===== src/sv/clle_pkg.sv =====
package clle_pkg;

    localparam int OP_W    = 3;
    localparam int SLOT_W  = 5;
    localparam int KEY_W   = 31;
    localparam int AVS_W   = 8;
    localparam int LINK_W  = 6;
    localparam int ST_W    = 3;
    localparam int CLS_W   = 3;
    localparam int WORD_W  = KEY_W + AVS_W + LINK_W;

    // opcodes
    localparam logic [OP_W-1:0] OP_LOAD   = 3'd0;
    localparam logic [OP_W-1:0] OP_HEAD   = 3'd1;
    localparam logic [OP_W-1:0] OP_INSERT = 3'd2;
    localparam logic [OP_W-1:0] OP_DELETE = 3'd3;
    localparam logic [OP_W-1:0] OP_SEARCH = 3'd4;
    localparam logic [OP_W-1:0] OP_LIST   = 3'd5;

    // result status codes
    localparam logic [ST_W-1:0] ST_OK        = 3'd0;
    localparam logic [ST_W-1:0] ST_NOT_FOUND = 3'd1;
    localparam logic [ST_W-1:0] ST_NO_INSERT = 3'd2;
    localparam logic [ST_W-1:0] ST_EMPTY     = 3'd3;
    localparam logic [ST_W-1:0] ST_LOOP      = 3'd4;

    // item classes decided by the front end
    localparam logic [CLS_W-1:0] CLS_LOAD   = 3'd0;
    localparam logic [CLS_W-1:0] CLS_HEAD   = 3'd1;
    localparam logic [CLS_W-1:0] CLS_INSERT = 3'd2;
    localparam logic [CLS_W-1:0] CLS_WALK   = 3'd3;
    localparam logic [CLS_W-1:0] CLS_LIST   = 3'd4;
    localparam logic [CLS_W-1:0] CLS_BAD    = 3'd5;

    localparam logic [LINK_W-1:0] LINK_END = 6'h3F;

    typedef struct packed {
        logic [CLS_W-1:0]  cls;
        logic              del;
        logic              slot_bad;
        logic [SLOT_W-1:0] slot;
        logic [KEY_W-1:0]  key;
        logic [KEY_W-1:0]  anchor;
        logic [AVS_W-1:0]  avs;
        logic [LINK_W-1:0] link;
    } q_item_t;

    typedef struct packed {
        logic [KEY_W-1:0]  key;
        logic [AVS_W-1:0]  avs;
        logic [LINK_W-1:0] link;
    } word_t;

endpackage


===== src/sv/clle_ram.sv =====
module clle_ram #(
    parameter int WIDTH = 45,
    parameter int DEPTH = 32
) (
    input  logic                     clk,
    input  logic                     we,
    input  logic [$clog2(DEPTH)-1:0] waddr,
    input  logic [WIDTH-1:0]         wdata,
    input  logic [$clog2(DEPTH)-1:0] raddr,
    output logic [WIDTH-1:0]         rdata
);

    logic [WIDTH-1:0] mem_reg [DEPTH];
    logic [WIDTH-1:0] rdata_reg;

    always_ff @(posedge clk)
    begin
        if (we)
        begin
            mem_reg[waddr] <= wdata;
        end
        rdata_reg <= mem_reg[raddr];
    end

    assign rdata = rdata_reg;

endmodule


===== src/sv/clle_front.sv =====
module clle_front #(
    parameter int NUM_SLOTS = 32
) (
    input  logic                          clk,
    input  logic                          rst_n,
    input  logic                          start,
    output logic                          busy,
    input  logic [clle_pkg::OP_W-1:0]     opcode,
    input  logic [clle_pkg::SLOT_W-1:0]   slot_index,
    input  logic [clle_pkg::KEY_W-1:0]    book_key,
    input  logic [clle_pkg::KEY_W-1:0]    anchor_key,
    input  logic [clle_pkg::AVS_W-1:0]    avail_status,
    input  logic [clle_pkg::LINK_W-1:0]   next_slot,
    output logic                          q_valid,
    input  logic                          q_pop,
    output clle_pkg::q_item_t             q_item
);
    import clle_pkg::*;

    q_item_t   entry_reg [2];
    logic      wr_ptr_reg, wr_ptr_next;
    logic      rd_ptr_reg, rd_ptr_next;
    logic [1:0] count_reg, count_next;
    logic      push, pop;
    q_item_t   cls_item;

    always_comb
    begin
        cls_item          = '0;
        cls_item.slot     = slot_index;
        cls_item.key      = book_key;
        cls_item.anchor   = anchor_key;
        cls_item.avs      = avail_status;
        cls_item.link     = next_slot;
        cls_item.slot_bad = (32'(slot_index) >= NUM_SLOTS);
        case (opcode)
            OP_LOAD:   cls_item.cls = CLS_LOAD;
            OP_HEAD:   cls_item.cls = CLS_HEAD;
            OP_INSERT: cls_item.cls = CLS_INSERT;
            OP_DELETE:
            begin
                cls_item.cls = CLS_WALK;
                cls_item.del = 1'b1;
            end
            OP_SEARCH: cls_item.cls = CLS_WALK;
            OP_LIST:   cls_item.cls = CLS_LIST;
            default:   cls_item.cls = CLS_BAD;
        endcase
    end

    assign busy    = (count_reg == 2'd2);
    assign q_valid = (count_reg != 2'd0);
    assign q_item  = entry_reg[rd_ptr_reg];
    assign push    = start && !busy;
    assign pop     = q_pop && q_valid;

    always_comb
    begin
        wr_ptr_next = push ? !wr_ptr_reg : wr_ptr_reg;
        rd_ptr_next = pop ? !rd_ptr_reg : rd_ptr_reg;
        count_next  = count_reg + 2'(push) - 2'(pop);
    end

    always_ff @(posedge clk or negedge rst_n)
    begin
        if (!rst_n)
        begin
            wr_ptr_reg <= 1'b0;
            rd_ptr_reg <= 1'b0;
            count_reg  <= 2'd0;
        end
        else
        begin
            wr_ptr_reg <= wr_ptr_next;
            rd_ptr_reg <= rd_ptr_next;
            count_reg  <= count_next;
        end
    end

    always_ff @(posedge clk)
    begin
        if (push)
        begin
            entry_reg[wr_ptr_reg] <= cls_item;
        end
    end

endmodule


===== src/sv/clle_back.sv =====
module clle_back #(
    parameter int NUM_SLOTS = 32
) (
    input  logic                          clk,
    input  logic                          rst_n,
    input  logic                          q_valid,
    output logic                          q_pop,
    input  clle_pkg::q_item_t             q_item,
    output logic                          strobe,
    output logic [clle_pkg::ST_W-1:0]     status,
    output logic [clle_pkg::KEY_W-1:0]    found_key,
    output logic [clle_pkg::AVS_W-1:0]    found_status,
    output logic [clle_pkg::SLOT_W-1:0]   found_slot,
    output logic                          last
);
    import clle_pkg::*;

    localparam int IW = $clog2(NUM_SLOTS);

    localparam logic [2:0] S_IDLE = 3'd0;
    localparam logic [2:0] S_EXEC = 3'd1;
    localparam logic [2:0] S_HEAD = 3'd2;
    localparam logic [2:0] S_SCAN = 3'd3;
    localparam logic [2:0] S_INS2 = 3'd4;
    localparam logic [2:0] S_WALK = 3'd5;
    localparam logic [2:0] S_LIST = 3'd6;

    typedef struct packed {
        logic          ok;
        logic [IW-1:0] idx;
    } dec_t;

    logic [2:0]           state_reg, state_next;
    q_item_t              item_reg, item_next;
    logic [NUM_SLOTS-1:0] valid_reg, valid_next;
    logic [LINK_W-1:0]    head_reg, head_next;
    logic [IW-1:0]        cur_reg, cur_next;
    logic [IW-1:0]        prev_reg, prev_next;
    logic                 prev_ok_reg, prev_ok_next;
    word_t                prev_word_reg, prev_word_next;
    logic [IW-1:0]        cnt_reg, cnt_next;
    logic [IW-1:0]        anc_idx_reg, anc_idx_next;
    word_t                anc_word_reg, anc_word_next;

    logic                 strobe_reg, strobe_next;
    logic [ST_W-1:0]      status_reg, status_next;
    logic [KEY_W-1:0]     key_reg, key_next;
    logic [AVS_W-1:0]     avs_reg, avs_next;
    logic [SLOT_W-1:0]    slot_reg, slot_next;
    logic                 last_reg, last_next;

    logic                 ram_we;
    logic [IW-1:0]        ram_waddr, ram_raddr;
    logic [WORD_W-1:0]    ram_wdata, ram_rdata;
    word_t                rd;
    dec_t                 head_dec, link_dec;
    logic [IW:0]          ins_slot;

    function automatic dec_t decode(input logic [LINK_W-1:0] raw,
                                    input logic [NUM_SLOTS-1:0] vmask);
        dec_t d;
        d.idx = IW'(raw[SLOT_W-1:0]);
        d.ok  = !raw[LINK_W-1] && (32'(raw[SLOT_W-1:0]) < NUM_SLOTS) && vmask[d.idx];
        return d;
    endfunction

    clle_ram #(
        .WIDTH(WORD_W),
        .DEPTH(NUM_SLOTS)
    ) u_ram (
        .clk   (clk),
        .we    (ram_we),
        .waddr (ram_waddr),
        .wdata (ram_wdata),
        .raddr (ram_raddr),
        .rdata (ram_rdata)
    );

    assign rd       = word_t'(ram_rdata);
    assign head_dec = decode(head_reg, valid_reg);
    assign link_dec = decode(rd.link, valid_reg);
    // slot right after the one on the read port during the anchor scan
    assign ins_slot = {1'b0, cur_reg} + (IW+1)'(1);

    always_comb
    begin
        state_next     = state_reg;
        item_next      = item_reg;
        valid_next     = valid_reg;
        head_next      = head_reg;
        cur_next       = cur_reg;
        prev_next      = prev_reg;
        prev_ok_next   = prev_ok_reg;
        prev_word_next = prev_word_reg;
        cnt_next       = cnt_reg;
        anc_idx_next   = anc_idx_reg;
        anc_word_next  = anc_word_reg;
        strobe_next    = 1'b0;
        status_next    = ST_OK;
        key_next       = '0;
        avs_next       = '0;
        slot_next      = '0;
        last_next      = 1'b0;
        ram_we         = 1'b0;
        ram_waddr      = '0;
        ram_wdata      = '0;
        ram_raddr      = '0;
        q_pop          = 1'b0;

        case (state_reg)
            S_IDLE:
            begin
                if (q_valid)
                begin
                    q_pop      = 1'b1;
                    item_next  = q_item;
                    state_next = S_EXEC;
                end
            end
            S_EXEC:
            begin
                state_next = S_IDLE;
                case (item_reg.cls)
                    CLS_LOAD:
                    begin
                        strobe_next = 1'b1;
                        last_next   = 1'b1;
                        slot_next   = item_reg.slot;
                        if (item_reg.slot_bad)
                        begin
                            status_next = ST_NOT_FOUND;
                        end
                        else
                        begin
                            ram_we     = 1'b1;
                            ram_waddr  = IW'(item_reg.slot);
                            ram_wdata  = {item_reg.key, item_reg.avs, item_reg.link};
                            valid_next[IW'(item_reg.slot)] = 1'b1;
                            key_next   = item_reg.key;
                            avs_next   = item_reg.avs;
                        end
                    end
                    CLS_HEAD:
                    begin
                        if (item_reg.slot_bad)
                        begin
                            strobe_next = 1'b1;
                            last_next   = 1'b1;
                            status_next = ST_NOT_FOUND;
                            slot_next   = item_reg.slot;
                        end
                        else
                        begin
                            head_next  = {1'b0, item_reg.slot};
                            ram_raddr  = IW'(item_reg.slot);
                            state_next = S_HEAD;
                        end
                    end
                    CLS_INSERT:
                    begin
                        ram_raddr  = '0;
                        cur_next   = '0;
                        state_next = S_SCAN;
                    end
                    CLS_WALK, CLS_LIST:
                    begin
                        if (!head_dec.ok)
                        begin
                            strobe_next = 1'b1;
                            last_next   = 1'b1;
                            status_next = (item_reg.cls == CLS_LIST) ? ST_EMPTY
                                                                     : ST_NOT_FOUND;
                        end
                        else
                        begin
                            ram_raddr    = head_dec.idx;
                            cur_next     = head_dec.idx;
                            cnt_next     = '0;
                            prev_ok_next = 1'b0;
                            state_next   = (item_reg.cls == CLS_LIST) ? S_LIST : S_WALK;
                        end
                    end
                    default:
                    begin
                        strobe_next = 1'b1;
                        last_next   = 1'b1;
                        status_next = ST_NOT_FOUND;
                    end
                endcase
            end
            S_HEAD:
            begin
                strobe_next = 1'b1;
                last_next   = 1'b1;
                slot_next   = item_reg.slot;
                if (valid_reg[IW'(item_reg.slot)])
                begin
                    key_next = rd.key;
                    avs_next = rd.avs;
                end
                state_next = S_IDLE;
            end
            S_SCAN:
            begin
                // cur_reg is the slot whose data is on the read port
                if (valid_reg[cur_reg] && rd.key == item_reg.anchor)
                begin
                    anc_idx_next = cur_reg;
                    strobe_next  = 1'b1;
                    last_next    = 1'b1;
                    state_next   = S_IDLE;
                    if (32'(ins_slot) >= NUM_SLOTS || valid_reg[IW'(ins_slot)])
                    begin
                        status_next = ST_NO_INSERT;
                    end
                    else
                    begin
                        ram_we        = 1'b1;
                        ram_waddr     = IW'(ins_slot);
                        ram_wdata     = {item_reg.key, item_reg.avs, rd.link};
                        valid_next[IW'(ins_slot)] = 1'b1;
                        anc_word_next = '{key: rd.key, avs: rd.avs,
                                          link: LINK_W'(ins_slot)};
                        key_next      = item_reg.key;
                        avs_next      = item_reg.avs;
                        slot_next     = SLOT_W'(ins_slot);
                        state_next    = S_INS2;
                    end
                end
                else if (cur_reg == IW'(NUM_SLOTS - 1))
                begin
                    strobe_next = 1'b1;
                    last_next   = 1'b1;
                    status_next = ST_NOT_FOUND;
                    state_next  = S_IDLE;
                end
                else
                begin
                    cur_next  = cur_reg + IW'(1);
                    ram_raddr = cur_reg + IW'(1);
                end
            end
            S_INS2:
            begin
                ram_we     = 1'b1;
                ram_waddr  = anc_idx_reg;
                ram_wdata  = anc_word_reg;
                state_next = S_IDLE;
            end
            S_WALK:
            begin
                if (rd.key == item_reg.key)
                begin
                    strobe_next = 1'b1;
                    last_next   = 1'b1;
                    key_next    = rd.key;
                    avs_next    = rd.avs;
                    slot_next   = SLOT_W'(cur_reg);
                    state_next  = S_IDLE;
                    if (item_reg.del)
                    begin
                        valid_next[cur_reg] = 1'b0;
                        if (!prev_ok_reg)
                        begin
                            head_next = rd.link;
                        end
                        else
                        begin
                            ram_we    = 1'b1;
                            ram_waddr = prev_reg;
                            ram_wdata = {prev_word_reg.key, prev_word_reg.avs, rd.link};
                        end
                    end
                end
                else if (cnt_reg == IW'(NUM_SLOTS - 1) || !link_dec.ok)
                begin
                    strobe_next = 1'b1;
                    last_next   = 1'b1;
                    status_next = link_dec.ok ? ST_LOOP : ST_NOT_FOUND;
                    state_next  = S_IDLE;
                end
                else
                begin
                    ram_raddr      = link_dec.idx;
                    cur_next       = link_dec.idx;
                    prev_next      = cur_reg;
                    prev_ok_next   = 1'b1;
                    prev_word_next = rd;
                    cnt_next       = cnt_reg + IW'(1);
                end
            end
            S_LIST:
            begin
                strobe_next = 1'b1;
                key_next    = rd.key;
                avs_next    = rd.avs;
                slot_next   = SLOT_W'(cur_reg);
                if (!link_dec.ok)
                begin
                    last_next  = 1'b1;
                    state_next = S_IDLE;
                end
                else if (cnt_reg == IW'(NUM_SLOTS - 1))
                begin
                    last_next   = 1'b1;
                    status_next = ST_LOOP;
                    state_next  = S_IDLE;
                end
                else
                begin
                    ram_raddr = link_dec.idx;
                    cur_next  = link_dec.idx;
                    cnt_next  = cnt_reg + IW'(1);
                end
            end
            default:
            begin
                state_next = S_IDLE;
            end
        endcase
    end

    always_ff @(posedge clk or negedge rst_n)
    begin
        if (!rst_n)
        begin
            state_reg  <= S_IDLE;
            valid_reg  <= '0;
            head_reg   <= LINK_END;
            strobe_reg <= 1'b0;
            last_reg   <= 1'b0;
        end
        else
        begin
            state_reg  <= state_next;
            valid_reg  <= valid_next;
            head_reg   <= head_next;
            strobe_reg <= strobe_next;
            last_reg   <= last_next;
        end
    end

    always_ff @(posedge clk)
    begin
        item_reg      <= item_next;
        cur_reg       <= cur_next;
        prev_reg      <= prev_next;
        prev_ok_reg   <= prev_ok_next;
        prev_word_reg <= prev_word_next;
        cnt_reg       <= cnt_next;
        anc_idx_reg   <= anc_idx_next;
        anc_word_reg  <= anc_word_next;
        status_reg    <= status_next;
        key_reg       <= key_next;
        avs_reg       <= avs_next;
        slot_reg      <= slot_next;
    end

    assign strobe       = strobe_reg;
    assign status       = status_reg;
    assign found_key    = key_reg;
    assign found_status = avs_reg;
    assign found_slot   = slot_reg;
    assign last         = last_reg;

endmodule


===== src/sv/cursor_linked_list_engine.sv =====
// cursor linked list engine: a table of slots (key, status byte, link, valid
// mark) chained into a list from a head pointer
// command channel: an item is taken at a clock edge where start is high and
// busy is low; busy rises only while the two-entry command queue is full
// result channel: each result sits on the result ports for one cycle with
// strobe high; last marks the final result of an item; the receiver has no
// way to stall, so results are never held back
// steps: load, bad opcode and out-of-range slots answer from the execute
// state after the item leaves the queue, set head after one more read; insert
// scans slots one per cycle from slot 0, then rewrites the anchor link after
// its result; delete and search walk the chain one slot per cycle;
// list gives one result per cycle along the chain
// the walk rate is set by the single read port of the slot memory, whose
// registered read data feeds the next read address through the link decode
// reset clears the valid marks and sets the head to end of list; no clearing
// pass runs, so the block takes items right after reset
module cursor_linked_list_engine #(
    parameter int NUM_SLOTS = 32
) (
    input  logic                          clk,
    input  logic                          rst_n,
    input  logic                          start,
    output logic                          busy,
    input  logic [clle_pkg::OP_W-1:0]     opcode,
    input  logic [clle_pkg::SLOT_W-1:0]   slot_index,
    input  logic [clle_pkg::KEY_W-1:0]    book_key,
    input  logic [clle_pkg::KEY_W-1:0]    anchor_key,
    input  logic [clle_pkg::AVS_W-1:0]    avail_status,
    input  logic signed [clle_pkg::LINK_W-1:0] next_slot,
    output logic                          strobe,
    output logic [clle_pkg::ST_W-1:0]     status,
    output logic [clle_pkg::KEY_W-1:0]    found_key,
    output logic [clle_pkg::AVS_W-1:0]    found_status,
    output logic [clle_pkg::SLOT_W-1:0]   found_slot,
    output logic                          last
);
    import clle_pkg::*;

    // queue between the classifying front end and the executing back end
    logic    q_valid;
    logic    q_pop;
    q_item_t q_item;

    clle_front #(
        .NUM_SLOTS(NUM_SLOTS)
    ) u_front (
        .clk          (clk),
        .rst_n        (rst_n),
        .start        (start),
        .busy         (busy),
        .opcode       (opcode),
        .slot_index   (slot_index),
        .book_key     (book_key),
        .anchor_key   (anchor_key),
        .avail_status (avail_status),
        .next_slot    (next_slot),
        .q_valid      (q_valid),
        .q_pop        (q_pop),
        .q_item       (q_item)
    );

    // back end owns the slot memory, valid marks and head pointer
    clle_back #(
        .NUM_SLOTS(NUM_SLOTS)
    ) u_back (
        .clk          (clk),
        .rst_n        (rst_n),
        .q_valid      (q_valid),
        .q_pop        (q_pop),
        .q_item       (q_item),
        .strobe       (strobe),
        .status       (status),
        .found_key    (found_key),
        .found_status (found_status),
        .found_slot   (found_slot),
        .last         (last)
    );

    // an accepted item is waiting in the queue on the next cycle
    a_accept_queued: assert property (@(posedge clk) disable iff (!rst_n)
        (start && !busy) |=> q_valid)
        else $error("accepted item missing from queue");

    // last only marks a result that is being delivered
    a_last_strobe: assert property (@(posedge clk) disable iff (!rst_n)
        last |-> strobe)
        else $error("last without strobe");

    // empty list and error codes always close an item
    a_err_last: assert property (@(posedge clk) disable iff (!rst_n)
        (strobe && status != ST_OK) |-> last)
        else $error("error status on a non-final result");

    // the queue is never popped while a non-final result is on the ports
    a_pop_quiet: assert property (@(posedge clk) disable iff (!rst_n)
        (strobe && !last) |-> !q_pop)
        else $error("queue popped during a list");

endmodule

===== config.mk =====
export PLATFORM = sky130hd
export DESIGN_NAME = cursor_linked_list_engine
export DESIGN_NICKNAME = d
export VERILOG_FILES = /design/src/sv/clle_pkg.sv /design/src/sv/clle_ram.sv /design/src/sv/clle_front.sv /design/src/sv/clle_back.sv /design/src/sv/cursor_linked_list_engine.sv
export SDC_FILE = /design/constraint.sdc
export NUM_CORES = 2
export LEC_CHECK = 0
export ABC_AREA = 1
export BUFFER_PORTS_ARGS = -buffer_cell sky130_fd_sc_hd__buf_2
export CORE_AREA = 3 3 375 377
export CTS_BUF_LIST = sky130_fd_sc_hd__clkbuf_4 sky130_fd_sc_hd__clkbuf_8 sky130_fd_sc_hd__clkbuf_16
export CTS_CLUSTER_DIAMETER = 80
export DETAILED_ROUTE_END_ITERATION = 8
export DIE_AREA = 0 0 378 380
export HOLD_SLACK_MARGIN = 0.08
export PLACE_DENSITY = 0.79
export SLEW_MARGIN = 15
export SYNTH_ARGS = -nofsm -noshare
export SYNTH_HDL_FRONTEND = slang
export SYNTH_SLANG_ARGS = --single-unit

===== constraint.sdc =====
create_clock -name clk -period 8.85 [get_ports clk]
set_input_delay 0.885 -clock clk [delete_from_list [all_inputs] [get_ports clk]]
set_output_delay 0.885 -clock clk [all_outputs]
set_load 0.01 [all_outputs]

# Word level (Yosys, flattened, before mapping)

Memories as Yosys holds them, arrays and structs flattened. A register that Yosys moved wholly into a read port is not among the register bits.
Cells that the tools add are included.

Flip-flop bits (word level): 200
Memory bits (writable): 1610
Input port bits: 87
Output and inout port bits: 50
Word-level logic and storage cells: 272
Memories: 2

$add $sub $neg: 5
Magnitude comparators: 9
Eq/ne operators: 42
Mux-type cells: 146
Bitwise logic cells: 7
Reductions and logical operators: 38

Memories:

| memory               | depth | bits a word | read ports | clocked after memory_dff | write ports | RTL line         | RTL |
|---|---|---|---|---|---|---|---|
| u_back.u_ram.mem_reg | 32    | 45          | 1          | 1                        | 1           | clle_ram.sv:13   | `logic [WIDTH-1:0] mem_reg [DEPTH];` |
| u_front.entry_reg    | 2     | 85          | 1          | 1                        | 1           | clle_front.sv:20 | `q_item_t entry_reg [2];` |

Operator list:

| operator           | number |
|---|---|
| $mux 45            | 7 |
| $mux 32            | 6 |
| $mux 31            | 6 |
| $pmux 45 s4        | 1 |
| $pmux 31 s5        | 1 |
| $mux 5             | 29 |
| $pmux 32 s3        | 1 |
| $or 32x32->32      | 2 |
| $eq 31x31->1       | 2 |
| $pmux 5 s4         | 3 |
| $mux 3             | 16 |
| $mux 8             | 6 |
| $pmux 8 s5         | 1 |
| $mux 1             | 36 |
| $and 32x32->32     | 1 |
| $not 32->32        | 1 |
| $lt 5x6->1 const B | 5 |
| $mux 6             | 5 |
| $pmux 3 s5         | 2 |
| $pmux 5 s2         | 3 |
| $bmux 1 s5         | 5 |
| $pmux 5 s5         | 1 |
| $ne 2x2->1 const B | 11 |
| $eq 3x2->1 const B | 6 |
| 40 further kinds   | 90 |

# Depth between registers and ports, before layout

Depth after elaboration: 9
Gate-level depth with buffers: 25
Depth with buffers taken out: 20

# Modules after synthesis

From an unflattened synthesis, not the netlist that was laid out.

Cell total of the unflattened synthesis: 7210
Area, all modules: 80607.3 sq um

By module, submodules not included:

| module     | times used | cells each | area an instance (sq um) | sequential area each (sq um) |
|---|---|---|---|---|
| clle_ram   | 1          | 4949       | 59504.6                  | 44142.3 |
| clle_back  | 1          | 1774       | 14625.3                  | 7759.9 |
| clle_front | 1          | 487        | 6477.5                   | 5205.0 |

# Worst setup path after synthesis

Ideal clock, no wire load.

Kind: reg2reg
From: reg u_back.state_reg[1]
To: reg u_front.count_reg[1]
Setup time: 0.079 ns
Arrival: 6.084 ns
Required time: 8.771 ns
Setup slack: 2.687 ns
Cell stages (with the launch flop): 9
Buffers on the path: 0
Clock period less this slack: 6.163 ns
Path through: dfrtp_1 > nor2_1 > nand2_1 > a21oi_1 > ha_1 > inv_1 > ha_1 > xnor2_1 > xor2_1

Longest elaborated chain between the ends: 4

Ends and longest elaborated chain:

| what                      | RTL line                        | RTL |
|---|---|---|
| from (decl)               | clle_back.sv:33                 | `logic [2:0] state_reg, state_next;` |
| from (signal assigned)    | clle_back.sv:335                | `state_reg <= state_next;` |
| $logic_not 3->1           | clle_back.sv:110                | `case (state_reg)` |
| $mux 1                    | clle_back.sv:110                |  |
| net q_pop                 | cursor_linked_list_engine.sv:41 | `logic q_pop;` |
| $logic_and 1x1->1         | clle_front.sv:55                | `assign pop = q_pop && q_valid;` |
| $sub 2x1->2               | clle_front.sv:61                | `count_next = count_reg + 2'(push) - 2'(pop);` |
| net u_front.count_next[1] | clle_front.sv:23                | `logic [1:0] count_reg, count_next;` |
| to (signal assigned)      | clle_front.sv:76                | `count_reg <= count_next;` |
| to (decl)                 | clle_front.sv:23                |  |

The timed path passes the listed nets, and every way through them passes these cells.
A chain may end at the register's enable or synchronous reset.

# Worst setup path after layout

From: reg u_back.cur_reg[1]
To: mem u_back.u_ram.mem_reg[8][44], data pin

Longest elaborated chain between the ends: 7
Elaborated cells between the ends (all ways): 11
Classes of those cells: 1 x add/sub; 1 x order compare; 7 x mux; 2 x reduce/logical

Ends and longest elaborated chain:

| what                         | RTL line         | RTL |
|---|---|---|
| from (decl)                  | clle_back.sv:37  | `logic [IW-1:0] cur_reg, cur_next;` |
| from (signal assigned)       | clle_back.sv:346 | `cur_reg <= cur_next;` |
| $add 5x1->6 (*)              | clle_back.sv:83  | `assign ins_slot = {1'b0, cur_reg} + (IW+1)'(1);` |
| net u_back.ins_slot[1]       | clle_back.sv:57  | `logic [IW:0] ins_slot;` |
| $bmux 1 s5                   | clle_back.sv:212 | `if (32'(ins_slot) >= NUM_SLOTS \|\| valid_reg[IW'(ins_slot)])` |
| $mux 1 (not written as such) | clle_back.sv:212 |  |
| $logic_or 1x1->1 (*)         | clle_back.sv:212 |  |
| $mux 45 (*)                  | clle_back.sv:212 |  |
| $mux 45 (*)                  | clle_back.sv:206 | `if (valid_reg[cur_reg] && rd.key == item_reg.anchor)` |
| $pmux 45 s4 (*)              | clle_back.sv:110 |  |
| net u_back.ram_wdata[44]     | clle_back.sv:54  | `logic [WORD_W-1:0] ram_wdata, ram_rdata;` |
| to (decl)                    | clle_ram.sv:13   |  |

Mark *: on every way through the listed nets, which the timed path passes. The rest lies on a longest branch. The select of a mux whose other input is x is not followed.

==> impl_metrics.py <==
metrics = {
    "route": {
        "drc": 0,
        "drt_iter0_markers": 9883,
        "postRouteAntennaNets": 0,
        "firstDrtPassIters": 9,
        "postRouteWirelength_um": 250000,
        "routedWlPerCell_um": 24.8,
        "via_per_inst": 6.35,
        "vias": 64041,
    },
    "place": {
        "hpwl_um": 139000,
        "gp_congestion": 0.944,
        "portBuffers": 136,
    },
    "floorplanning": {
        "rows": 136,
        "design.die.area_mm2": 0.144,
        "die_w_um": 378,
        "die_h_um": 380,
        "core-area_mm2": 0.137,
        "io_pins": 137,
        "start_util_pct": 63.0,
    },
    "clock_tree": {
        "cts_tree": "built",
        "post_cts_buffers": 0,
        "post_cts_resized": 0,
        "cts-buffers-inserted": 188,
        "cts.sinks": 1939,
        "clk_pin_slew_ns": 0.07,
        "cts-hold-fix-buffers": 0,
        "htree_levels": 4,
        "cts_buffer_depth": 3,
        "insertion_delay_ns": 0.84,
        "cts-root-buf": "clkbuf_16",
    },
    "grt": {
        "grt_pass1_wl_um": 374000,
        "antenna_found_initial": 7,
        "grt_max_degree": 210,
        "track_usage_pct": 34.3,
        "first_global_vias": 62115,
        "grt_overflow_total": 0,
    },
    "logic_synthesis": {
        "synth.distinct_cells": 57,
        "yosysSeqAreaShare_pct": 65.9,
        "synthArstFlopShare_pct": 2.42,
        "synth-main-ff-cell": "edfxtp_1",
        "synth_seq_cells": 1939,
        "synth_area_mm2": 0.0866,
        "avgSynthCellArea_um2": 10.6,
        "syn-num-nets": 8288,
        "syn_inst": 8192,
        "synth_edf_count": 1800,
        "yosys_warnings": 0,
    },
    "timing": {
        "holdWs_ns": 0.211,
        "grt_setup_unrepaired": "false",
        "finClkSkew_ns": 0.0496,
        "finalCriticalPeriod_ns": 6.42,
        "drv_slew": 0,
        "max_slew_margin_pct": 13.8,
        "finalSetupViolCount": 0,
        "fmax_ghz": 0.156,
        "hold_viol": 0,
        "max_slew.worst_pin.slew_ns": 1.29,
        "fin_crit_sh_pct": 72.6,
        "tns_ns": 0,
    },
    "power_and_ir_drop": {
        "p_per_area_mw_per_mm2": 318,
        "ir_worst_vdd_mv": 0.273,
        "p_leak_uw": 0.0394,
    },
    "critical_path": {
        "path_max_fanout": 35,
        "critical_path_class": "flip-flop to flip-flop",
        "critPathCaptureType": "flip-flop",
        "cpMostUsedCell": "nand2_1",
        "path_cells": "inv_2, ha_1, clkinv_1, a21oi_1, o21ai_0, nand3_1, nand2_1, nand2_1, nand2_1, nor2_1, nor2_2, nand3_2, buf_4, nand2_1, inv_2, o211ai_1, buf_4",
        "cp.arrival_ns": 6.92,
        "slowest_delay_ns": 0.95,
        "required_ns": 9.34,
        "worstSetupStartpointType": "flip-flop",
        "cpMaxStageDelayCell": "inv_2",
    },
    "worst_hold_path": {
        "hold_path_class": "primary input to async pin",
    },
    "job": {
        "drv_cap": 0,
    },
    "cells_and_area": {
        "syn_to_final_growth_pct": 10.2,
        "final_cell_mix": "1,800 x edfxtp_1, 1,600 x inv_1, 1,384 x nand2_1",
        "drive_above_1_share_pct": 9.58,
        "final_common_cell": "edfxtp_1",
        "largest_reg_flops": 1440,
        "nNetsFinal": 8225,
    },
    "run_status": {
        "status": "finished, final reports clean",
    },
}
-- synth_stat cells (25+ instances only) --
cell,instances,area share (%)
o22ai_1,46,0.33
inv_1,1602,6.9
nand2_1,1384,6.0
xor2_1,36,0.36
clkbuf_1,268,1.2
nor2_1,125,0.54
nand3_1,1367,7.9
buf_1,25,0.11
buf_2,197,1.1
dfxtp_1,92,2.1
o211ai_1,28,0.24
edfxtp_1,1800,62
mux2_2,85,1.1
o21ai_0,98,0.57
nand4_1,728,5.3
a32oi_1,32,0.32
a21oi_1,33,0.19
dfrtp_1,41,1.2
-- logic make-up (layout without fill, tap and decap cells) --
family / Yosys count / in the layout / synth area share [%]
fa+ha+maj: 9 / 9 / 0.130
compound gates: 309 / 309 / 2.39
flops: 1939 / 1939 / 65.9
buf+inv: 2152 / 2252 / 9.88
other cells: 0 / 4 / 0
simple gates: 3648 / 3648 / 20.0
xor+xnor: 50 / 50 / 0.514
mux: 85 / 85 / 1.11
-- per-layer routing --
layer | routed length [um] | GRT usage, % | share of wire, % | up-vias
met4 | 17400 | 21.9 | 7.0 | 2
li1 | - | - | - | 27891
met1 | 88200 | 44.9 | 35 | 30525
met3 | 28000 | 6.17 | 11 | 950
met2 | 117000 | 53.4 | 47 | 4673
met5 | 12 | 0 | 0.0048 | -
-- worst paths after layout --
check                      slack (ns)                          end  depth (start not counted)             startpoint
max                              2.43  u_back.u_ram.mem_reg[8][44]                         17      u_back.cur_reg[1]
min                              0.21         u_back.valid_reg[20]                          2                  rst_n
max reg2reg                      2.43  u_back.u_ram.mem_reg[8][44]                         17      u_back.cur_reg[1]
min reg2reg                      0.48       u_back.anc_word_reg[9]                          0  u_back.u_ram.rdata[9]
max in group asynchronous        8.13           u_front.rd_ptr_reg                          2                  rst_n
min in group clk                 0.25     u_front.entry_reg[0][62]                          1           book_key[17]
-- per-stage QoR --
stage	cell area, um2	total power, uW	utilization, %	std cells	setup slack [ns]
3_3_place_gp	88900	21600	64.7	9732	2.79
3_5_place_dp	88900	21900	64.7	9732	2.73
6_report	95400	30400	69.4	10090	2.43
2_1_floorplan	86600	18300	-	8192	2.69
5_1_grt	95400	31500	69.4	10087	2.16
4_1_cts	95400	30100	69.4	10085	2.61
-- worst max-delay path: cells and delay by family, from the launching register on --
family | cells | cell delay [ns]
buffers and inverters | 5 | 2.51
AND/OR/NAND/NOR | 8 | 1.38
flip-flops | 1 | 0.85
adder cells (fa/ha/maj) | 1 | 0.72
AO/OA/AOI/OAI | 3 | 0.52
-- power by group --
part	internal, uW	total, uW	switching [uW]	leakage [uW]
combinational	2630	9780	7150	0.0180
clock	4810	8300	3500	0.00324
sequential	11500	12300	822	0.0181
total	18900	30400	11500	0.0394
-- final cells by class --
cell class	count	area, um2
diodes	4	10.0
well taps	1794	2240
inverters	1624	6110
clock buffers	254	5320
repair buffers	275	2020
clock inverters	99	1150
multi-input cells	4101	21500
fillers	9327	42100
flip-flops and latches	1939	57100
No activity file was read; power rests on OpenSTA's default activity.
